File: config.mk
export PLATFORM = sky130hd
export DESIGN_NAME = priority_interrupt_dispatch_core
export DESIGN_NICKNAME = d
export VERILOG_FILES = /design/src/sv/pid_pkg.sv /design/src/sv/pid_resolve.sv /design/src/sv/priority_interrupt_dispatch_core.sv
export VERILOG_INCLUDE_DIRS = /design/src /design/src/sv
export SDC_FILE = /design/constraint.sdc
export NUM_CORES = 1
export LEC_CHECK = 0
export BUFFER_PORTS_ARGS = -buffer_cell sky130_fd_sc_hd__buf_2
export CAP_MARGIN = 20
export CORE_MARGIN = 4
export CORE_UTILIZATION = 46
export DETAILED_ROUTE_END_ITERATION = 12
export PLACE_DENSITY = 0.84
export SYNTH_ARGS = -nofsm -noshare
export SYNTH_HDL_FRONTEND = slang
export SYNTH_SLANG_ARGS = --single-unit
File: constraint.sdc
create_clock -name clk_i -period 2.6 [get_ports clk_i]
set_clock_uncertainty 0.15 [all_clocks]
set_input_delay 0.13 -clock clk_i [delete_from_list [all_inputs] [get_ports clk_i]]
set_output_delay 0.13 -clock clk_i [all_outputs]
set_load 0.01 [all_outputs]
File: src/sv/priority_interrupt_dispatch_core_defines.svh
// Assertion macros shared by the interrupt dispatch RTL.
// Expects clk_i and rst_ni in the scope where a macro is used.
`ifndef PRIORITY_INTERRUPT_DISPATCH_CORE_DEFINES_SVH
`define PRIORITY_INTERRUPT_DISPATCH_CORE_DEFINES_SVH

// Check a property on every clock edge outside reset.
`define PID_ASSERT(lbl, prop) \
  lbl: assert property (@(posedge clk_i) disable iff (!rst_ni) prop) \
    else $error("pid assertion failed");

// Check a property on every clock edge, reset included.
`define PID_ASSERT_ALWAYS(lbl, prop) \
  lbl: assert property (@(posedge clk_i) prop) \
    else $error("pid assertion failed");

`endif

File: src/sv/pid_pkg.sv
// Types and constants for the priority interrupt dispatch block.
// No dependencies; used by pid_resolve and priority_interrupt_dispatch_core.
package pid_pkg;

  localparam int unsigned NumSources = 5;
  localparam int unsigned SrcIdxW    = $clog2(NumSources);

  localparam logic [NumSources-1:0] StatSourceBit = 5'b0_0010;
  localparam logic [15:0]           VectorBase    = 16'h0040;
  localparam logic [15:0]           StackStep     = 16'd2;
  localparam logic [4:0]            DispatchCycles = 5'd20;

  // Display status byte layout
  localparam logic [1:0] Mode0 = 2'd0;
  localparam logic [1:0] Mode1 = 2'd1;
  localparam logic [1:0] Mode2 = 2'd2;
  localparam int unsigned StatSelMode0 = 3;
  localparam int unsigned StatSelMode1 = 4;
  localparam int unsigned StatSelMode2 = 5;
  localparam int unsigned StatSelMatch = 6;

  typedef struct packed {
    logic [NumSources-1:0] enable_mask;
    logic [NumSources-1:0] request_flags;
    logic                  master_enable;
    logic [7:0]            status_byte;
    logic [7:0]            line_compare;
    logic [7:0]            current_line;
    logic [15:0]           program_counter;
    logic [15:0]           stack_pointer;
  } pid_req_t;

  typedef struct packed {
    logic                  wake;
    logic                  dispatch;
    logic [15:0]           vector_address;
    logic [NumSources-1:0] next_flags;
    logic                  next_master_enable;
    logic [15:0]           next_stack_pointer;
    logic [7:0]            push_high_byte;
    logic [7:0]            push_low_byte;
    logic [4:0]            added_cycles;
  } pid_res_t;

endpackage

File: src/sv/pid_resolve.sv
// Combinational interrupt check: status request, priority pick and dispatch results.
// Depends on pid_pkg.
module pid_resolve
  import pid_pkg::*;
(
  input  pid_req_t req_i,
  output pid_res_t res_o
);

  logic                  stat_hit;
  logic [NumSources-1:0] flags;
  logic [NumSources-1:0] pending;
  logic                  found;
  logic [SrcIdxW-1:0]    win_idx;
  logic [NumSources-1:0] win_bit;
  logic                  take;

  always_comb begin
    stat_hit = (req_i.status_byte[StatSelMatch] && (req_i.line_compare == req_i.current_line))
            || (req_i.status_byte[StatSelMode2] && (req_i.status_byte[1:0] == Mode2))
            || (req_i.status_byte[StatSelMode1] && (req_i.status_byte[1:0] == Mode1))
            || (req_i.status_byte[StatSelMode0] && (req_i.status_byte[1:0] == Mode0));
  end

  assign flags   = ((req_i.enable_mask & StatSourceBit) != '0) && stat_hit
                 ? (req_i.request_flags | StatSourceBit) : req_i.request_flags;
  assign pending = req_i.enable_mask & flags;

  // Lowest index wins: scan from the top so the last hit is the lowest
  always_comb begin
    found   = 1'b0;
    win_idx = '0;
    win_bit = '0;
    for (int i = NumSources - 1; i >= 0; i--) begin
      if (pending[i]) begin
        found   = 1'b1;
        win_idx = SrcIdxW'(i);
        win_bit = NumSources'(1) << i;
      end
    end
  end

  assign take = found && req_i.master_enable;

  always_comb begin
    res_o.wake               = found;
    res_o.dispatch           = take;
    res_o.vector_address     = req_i.program_counter;
    res_o.next_flags         = flags;
    res_o.next_master_enable = req_i.master_enable;
    res_o.next_stack_pointer = req_i.stack_pointer;
    res_o.push_high_byte     = '0;
    res_o.push_low_byte      = '0;
    res_o.added_cycles       = '0;
    if (take) begin
      res_o.vector_address     = VectorBase + {{(13 - SrcIdxW){1'b0}}, win_idx, 3'b000};
      res_o.next_flags         = flags & ~win_bit;
      res_o.next_master_enable = 1'b0;
      res_o.next_stack_pointer = req_i.stack_pointer - StackStep;
      res_o.push_high_byte     = req_i.program_counter[15:8];
      res_o.push_low_byte      = req_i.program_counter[7:0];
      res_o.added_cycles       = DispatchCycles;
    end
  end

endmodule

File: src/sv/priority_interrupt_dispatch_core.sv
// Channel  | Direction | Handshake               | Payload
// request  | in        | in_valid_i / in_ready_o | interrupt and CPU snapshot
// result   | out       | out_valid_o/out_ready_i | dispatch decision and push data
//
// One request per cycle while the result is not stalled; input register, then result register.
// Only pid_resolve is between them: status check, priority pick, 16-bit add and subtract.
// Reset clears both valid flags; payload registers are not reset.
// A stalled result holds both stages; the input register drains into the
// result register as soon as it is free, so a new request is taken while a
// result waits. Depends on pid_pkg, pid_resolve and the defines header.
`include "priority_interrupt_dispatch_core_defines.svh"

module priority_interrupt_dispatch_core
  import pid_pkg::*;
(
  input  logic                  clk_i,
  input  logic                  rst_ni,
  input  logic                  in_valid_i,
  output logic                  in_ready_o,
  input  logic [NumSources-1:0] enable_mask_i,
  input  logic [NumSources-1:0] request_flags_i,
  input  logic                  master_enable_i,
  input  logic [7:0]            status_byte_i,
  input  logic [7:0]            line_compare_i,
  input  logic [7:0]            current_line_i,
  input  logic [15:0]           program_counter_i,
  input  logic [15:0]           stack_pointer_i,
  output logic                  out_valid_o,
  input  logic                  out_ready_i,
  output logic                  wake_o,
  output logic                  dispatch_o,
  output logic [15:0]           vector_address_o,
  output logic [NumSources-1:0] next_flags_o,
  output logic                  next_master_enable_o,
  output logic [15:0]           next_stack_pointer_o,
  output logic [7:0]            push_high_byte_o,
  output logic [7:0]            push_low_byte_o,
  output logic [4:0]            added_cycles_o
);

  logic     s1_valid_q, s1_valid_d;
  logic     out_valid_q, out_valid_d;
  pid_req_t s1_req_q;
  pid_res_t res_d, res_q;
  logic     advance;
  logic     in_take;

  assign advance    = !out_valid_q || out_ready_i;
  assign in_ready_o = !s1_valid_q || advance;
  assign in_take    = in_valid_i && in_ready_o;

  always_comb begin
    s1_valid_d = s1_valid_q;
    if (in_take) begin
      s1_valid_d = 1'b1;
    end else if (advance) begin
      s1_valid_d = 1'b0;
    end
    out_valid_d = advance ? s1_valid_q : out_valid_q;
  end

  always_ff @(posedge clk_i or negedge rst_ni) begin
    if (!rst_ni) begin
      s1_valid_q  <= 1'b0;
      out_valid_q <= 1'b0;
    end else begin
      s1_valid_q  <= s1_valid_d;
      out_valid_q <= out_valid_d;
    end
  end

  always_ff @(posedge clk_i) begin
    if (in_take) begin
      s1_req_q.enable_mask     <= enable_mask_i;
      s1_req_q.request_flags   <= request_flags_i;
      s1_req_q.master_enable   <= master_enable_i;
      s1_req_q.status_byte     <= status_byte_i;
      s1_req_q.line_compare    <= line_compare_i;
      s1_req_q.current_line    <= current_line_i;
      s1_req_q.program_counter <= program_counter_i;
      s1_req_q.stack_pointer   <= stack_pointer_i;
    end
    if (advance && s1_valid_q) begin
      res_q <= res_d;
    end
  end

  pid_resolve u_resolve (
    .req_i (s1_req_q),
    .res_o (res_d)
  );

  assign out_valid_o          = out_valid_q;
  assign wake_o               = res_q.wake;
  assign dispatch_o           = res_q.dispatch;
  assign vector_address_o     = res_q.vector_address;
  assign next_flags_o         = res_q.next_flags;
  assign next_master_enable_o = res_q.next_master_enable;
  assign next_stack_pointer_o = res_q.next_stack_pointer;
  assign push_high_byte_o     = res_q.push_high_byte;
  assign push_low_byte_o      = res_q.push_low_byte;
  assign added_cycles_o       = res_q.added_cycles;

  `PID_ASSERT(a_take_fills_s1, in_valid_i && in_ready_o |=> s1_valid_q)
  `PID_ASSERT(a_free_out_ready, !out_valid_o |-> in_ready_o)
  `PID_ASSERT(a_dispatch_wakes,
              out_valid_o && dispatch_o |-> wake_o && !next_master_enable_o &&
              (added_cycles_o == DispatchCycles))
  `PID_ASSERT(a_idle_no_push,
              out_valid_o && !dispatch_o |-> (push_high_byte_o == '0) &&
              (push_low_byte_o == '0) && (added_cycles_o == '0))
  `PID_ASSERT_ALWAYS(a_reset_empty, !rst_ni |=> !out_valid_o || rst_ni)

endmodule

### After elaboration in Yosys (flattened, before gate mapping)

Index checks and enable logic that the tools add are counted.

| word-level totals | value |
|---|---|
| logic and storage cells | 63 |
| output and inout bits | 63 |
| register bits | 129 |
| input port bits | 71 |

| operators by class | value |
|---|---|
| equal/unequal tests | 3 |
| add/subtract/negate cells | 2 |
| mux-type cells | 19 |
| reduce and logical (&&, ||, !) cells | 17 |
| bitwise gates (word level) | 3 |

Operator list:

| cell | count |
|---|---|
| 2-to-1 mux 59 bit | 1 |
| 2-to-1 mux 5 bit | 5 |
| subtractor 16 x 2 -> 16 bit, second input constant | 1 |
| 2-to-1 mux 3 bit | 5 |
| AND 5 bit | 2 |
| adder 7 x 6 -> 8 bit, first input constant | 1 |
| == test 8 bit | 1 |
| logical AND 1 bit | 8 |
| 2-to-1 mux 1 bit | 7 |
| logical OR 1 bit | 5 |
| inverter 5 bit | 1 |
| == test 2 x 1 -> 1 bit, second input constant | 1 |
| == test 2 bit, second input constant | 1 |
| logical NOT 1 bit | 2 |
| logical NOT 2 bit | 1 |
| 2-to-1 mux 2 bit | 1 |
| nonzero test 2 bit | 1 |

### Depth between registers and ports, before layout

| logic depth | value |
|---|---|
| word-level depth | 16 |
| mapped depth | 8 |
| depth with buffers taken out | 7 |

### By module

Synthesis repeated with hierarchy kept, for this count alone.

| unflattened totals | value |
|---|---|
| cell total of the unflattened synthesis | 276 |
| area, all modules | 4,954.8 µm² |

By module, submodules not included:

| module | seq. area each (µm²) | cells an instance | area an instance (µm²) | instances |
|---|---|---|---|---|
| priority_interrupt_dispatch_core | 3,893.7 | 136 | 3,947.5 | 1 |
| pid_resolve | 0.0 | 140 | 1,007.2 | 1 |

### Least setup slack after synthesis

Ideal clock, no wire load.

| timing | value |
|---|---|
| kind | flip-flop to flip-flop |
| start point | register out_valid_q, in the netlist out_valid_o |
| end point | register s1_req_q[0] (netlist name), enable pin |
| data required time | 2,020 ps |
| stages on the path, launching flop included | 3 |
| setup time | 430 ps |
| path buffers | 0 |
| data arrival time | 2,162 ps |
| clock period less this slack | 2,742 ps |
| slack | -142 ps |
| path through | dfrtp_1 nand3b_1 and2_1 |

| on the way | value |
|---|---|
| word-level cells in the longest chain between the ends | 4 |

RTL lines:

| item | line | text |
|---|---|---|
| start: declaration | priority_interrupt_dispatch_core.sv:42 | `logic out_valid_q, out_valid_d;` |
| start signal: assignment | priority_interrupt_dispatch_core.sv:68 | `out_valid_q <= out_valid_d;` |
| logical NOT 1 bit | priority_interrupt_dispatch_core.sv:48 | `assign advance = !out_valid_q \|\| out_ready_i;` |
| logical OR 1 bit | priority_interrupt_dispatch_core.sv:48 |  |
| logical OR 1 bit | priority_interrupt_dispatch_core.sv:49 | `assign in_ready_o = !s1_valid_q \|\| advance;` |
| named net in_ready_o | priority_interrupt_dispatch_core.sv:19 | `output logic in_ready_o,` |
| logical AND 1 bit | priority_interrupt_dispatch_core.sv:50 | `assign in_take = in_valid_i && in_ready_o;` |
| named net in_take | priority_interrupt_dispatch_core.sv:46 | `logic in_take;` |
| end: declaration | priority_interrupt_dispatch_core.sv:43 | `pid_req_t s1_req_q;` |

The timed path passes the listed nets, and every way through them passes these cells.
A chain may end at the register's enable or synchronous reset.

==> flow_metrics.env <==
export IMPL_status="finished, final reports clean"
export IMPL_async_flop_share=0.01626
export IMPL_cts_root_buffer="clkbuf_8"
export IMPL_slew_viol_final=0
export IMPL_cp_start_kind="flop"
export IMPL_drt_pass1_iterations=4
export IMPL_grt_pass1_wl_um=15530
export IMPL_place_ws_ns=0.2211
export IMPL_nNetsFinal=569
export IMPL_htreeDepth=4
export IMPL_endpoint_kind="flop"
export IMPL_fin_crit_sh=0.9068
export IMPL_maxCapViolations=0
export IMPL_io_buffers=128
export IMPL_critPathMaxFanout=12
export IMPL_hold_viol=0
export IMPL_fmax_ghz=0.4241
export IMPL_peakVddDrop_mv=0.3991
export IMPL_viasPerCell=4.621
export IMPL_num_rows=36
export IMPL_grt_overflow_total=0
export IMPL_die_area_um2=11670
export IMPL_cp_data_arrival_time_ns=2.46
export IMPL_routed_wl_um=9750
export IMPL_setup_viol=0
export IMPL_finalCriticalPeriod_ns=2.358
export IMPL_r2r_slack_ns=0.24
export IMPL_powerDensity_nw_per_um2=767.8
export IMPL_synth_ff_type="edfxtp_1"
export IMPL_dpl_cell_area_um2=5463
export IMPL_syn_to_final_growth_pct=46.63
export IMPL_crit_chain="xnor2_1 -> nand3_1 -> nor4_4 -> o31ai_4 -> inv_1 -> nand4_1 -> xnor2_1"
export IMPL_grt_max_degree=32
export IMPL_drcViolationCount=0
export IMPL_synth_seq_cells=123
export IMPL_antenna_cells=0
export IMPL_grt_pass1_vias=3295
export IMPL_place_inst=541
export IMPL_yosysWarnings=0
export IMPL_avgSynthCellArea_um2=16.50
export IMPL_design_area_um2=6751
export IMPL_clkLatencyLatePin_ns=0.51
export IMPL_dr_first_iter_drc_count=115
export IMPL_grt_usage=0.1811
export IMPL_cts_tree="yes"
export IMPL_hold_depth=2
export IMPL_rsz0062_at_grt="no"
export IMPL_ioPinCount=134
export IMPL_die_width_um=108.0
export IMPL_place_detailed_hpwl_um=6055
export IMPL_ant_nets=0
export IMPL_leakage_nw=2.716
export IMPL_critical_path_class="flop to flop"
export IMPL_whs_ns=0.1799
export IMPL_clkTransAtPathRegs_ns=0.06
export IMPL_cts_path_max_buffers=2
export IMPL_r2r_end="next_stack_pointer_o[15]$_DFFE_PP_"
export IMPL_synth_seq_area_share=0.8000
export IMPL_synthCells=279
export IMPL_design_core_area_um2=9774
export IMPL_tns_ns=0
export IMPL_final_fill_count=671
export IMPL_routedWlPerCell_um=15.16
export IMPL_reg2reg_from="s1_req_q[33]$_DFFE_PP_"
export IMPL_crit_start="s1_req_q[33]$_DFFE_PP_"
export IMPL_synth_distinct_cells=38
export IMPL_max_slew_margin_rel=0.5907
export IMPL_min_to="s1_req_q[58]$_DFFE_PP_"
export IMPL_grt_antenna_before_repair=0
export IMPL_crit_required_ns=2.71
export IMPL_stdcell_count=643
export IMPL_numCtsBuffers=17
export IMPL_worst_pin_slew_ns=0.6083
export IMPL_hold_class="input pin to flop"
export IMPL_hold_start="request_flags_i[1]"
export IMPL_worst_r2r_path_depth=7
export IMPL_worst_slack_ns=0.2423
export IMPL_synth_edf_count=121
export IMPL_cpMostUsedCell="xnor2_1"
export IMPL_max_stage_delay_ns=0.42
export IMPL_initial_core_util=0.4711
export IMPL_place_congestion=0.7572
export IMPL_num_vias=2971
export IMPL_drive_gt1_frac=0.3471
export IMPL_crit_path_top_delay_cell="nor4_4"
export IMPL_die_h_um=108.0
export IMPL_synth_area_um2=4604
export IMPL_cts_sinks=123
[synth_stat cells, drive strengths merged, types with 2 or more instances]
library cell | number | share of area
a21oi | 2 | 0.0022
nor2 | 29 | 0.024
inv | 22 | 0.018
nor3b | 3 | 0.0049
buf | 9 | 0.014
nand3 | 4 | 0.0043
nor3 | 6 | 0.0065
nand3b | 3 | 0.0049
nand2b | 3 | 0.0041
and2 | 5 | 0.0068
edfxtp | 121 | 0.79
nand2 | 13 | 0.011
dfrtp | 2 | 0.011
clkbuf | 3 | 0.0024
o21ai | 5 | 0.0054
a21boi | 2 | 0.0033
xnor2 | 12 | 0.023
nand4 | 2 | 0.0027
a31oi | 3 | 0.0041
xor2 | 10 | 0.019
nor4 | 8 | 0.020
[worst max-delay path by stage]
stage	end	depth (start not counted)
finish	next_stack_pointer_o[15]$_DFFE_PP_	7
global route	next_stack_pointer_o[15]$_DFFE_PP_	7
CTS	next_stack_pointer_o[15]$_DFFE_PP_	7
detailed placement	next_stack_pointer_o[15]$_DFFE_PP_	7
global placement	next_stack_pointer_o[15]$_DFFE_PP_	7
floorplan	added_cycles_o[2]$_DFFE_PP_	2
[routing by layer]
metal	GRT usage	up-vias	routed length (µm)
li1	-	1440	-
met4	0.09107	0	263
met3	0.06328	22	714
met2	0.3353	120	5266
met1	0.1773	1389	3506
met5	0	-	0
[through the flow]
stage	utilization	total power, W
5_1_grt	0.6907	0.005402
3_3_place_gp	0.5589	0.002843
3_5_place_dp	0.5589	0.002863
6_report	0.6907	0.005184
2_1_floorplan	-	0.002665
4_1_cts	0.6907	0.005233
[sequential cells by signal (all words and copies together), names as in the netlist]
register,count
wake_o,1
s1_req_q,65
push_high_byte_o,8
vector_address_o,16
next_master_enable_o,1
out_valid_o,1
added_cycles_o,1
next_stack_pointer_o,16
s1_valid_q,1
push_low_byte_o,8
next_flags_o,5
[cell type report]
cell class              count  area, µm²  area share
clock buffers              17      414.1     0.06134
multi-input cells         124      782.0      0.1158
flip-flops and latches    123       3684      0.5456
clock inverters            15      173.9     0.02576
repair buffers            209       1449      0.2146
well taps                 133      166.4     0.02465
inverters                  22      82.58     0.01223
[worst max-delay path, delay by kind of cell (launching register included)]
family | cells | cell delay (ns)
DFF | 1 | 0.39
xor gates and xnor gates | 2 | 0.34
AOI/OAI and AO/OA | 1 | 0.11
and+or+nand+nor | 3 | 0.77
buffers and inverters | 1 | 0.34
[repair_timing]
action,in CTS,in global routing
buffers inserted,0,0
endpoints found under the setup margin,0,0
gates resized for setup,0,0
hold endpoints to repair,69,0
hold buffers,70,0
[power by group]
part | internal, W | switching (W) | total (W)
combinational | 0.000231 | 0.000253 | 0.000484
sequential | 0.00236 | 0.0000556 | 0.00242
clock | 0.00145 | 0.000825 | 0.00228
[kinds of logic after synthesis]
family,synth area share
AOI/OAI and AO/OA,0.02473
xor gates and xnor gates,0.04185
adders and majority gates,0.002717
buffers and inverters,0.03424
DFF,0.8000
muxes,0.002174
other,0.0008144
and+or+nand+nor,0.09348
[cells in the final DEF (no fill, tap or decap), types with 4 or more instances in the layout]
master | synthesis | final
o21ai_0 | 5 | 5
nor3_1 | 6 | 6
clkinvlp_4 | 0 | 5
nor4_2 | 4 | 4
inv_1 | 22 | 22
buf_4 | 5 | 9
nand2_1 | 13 | 13
clkbuf_16 | 0 | 16
nor2_1 | 29 | 29
xor2_1 | 10 | 10
edfxtp_1 | 121 | 121
buf_2 | 3 | 128
nand3_1 | 4 | 4
dlygate4sd3_1 | 0 | 70
xnor2_1 | 12 | 12
(Power assumes the default switching activity.)
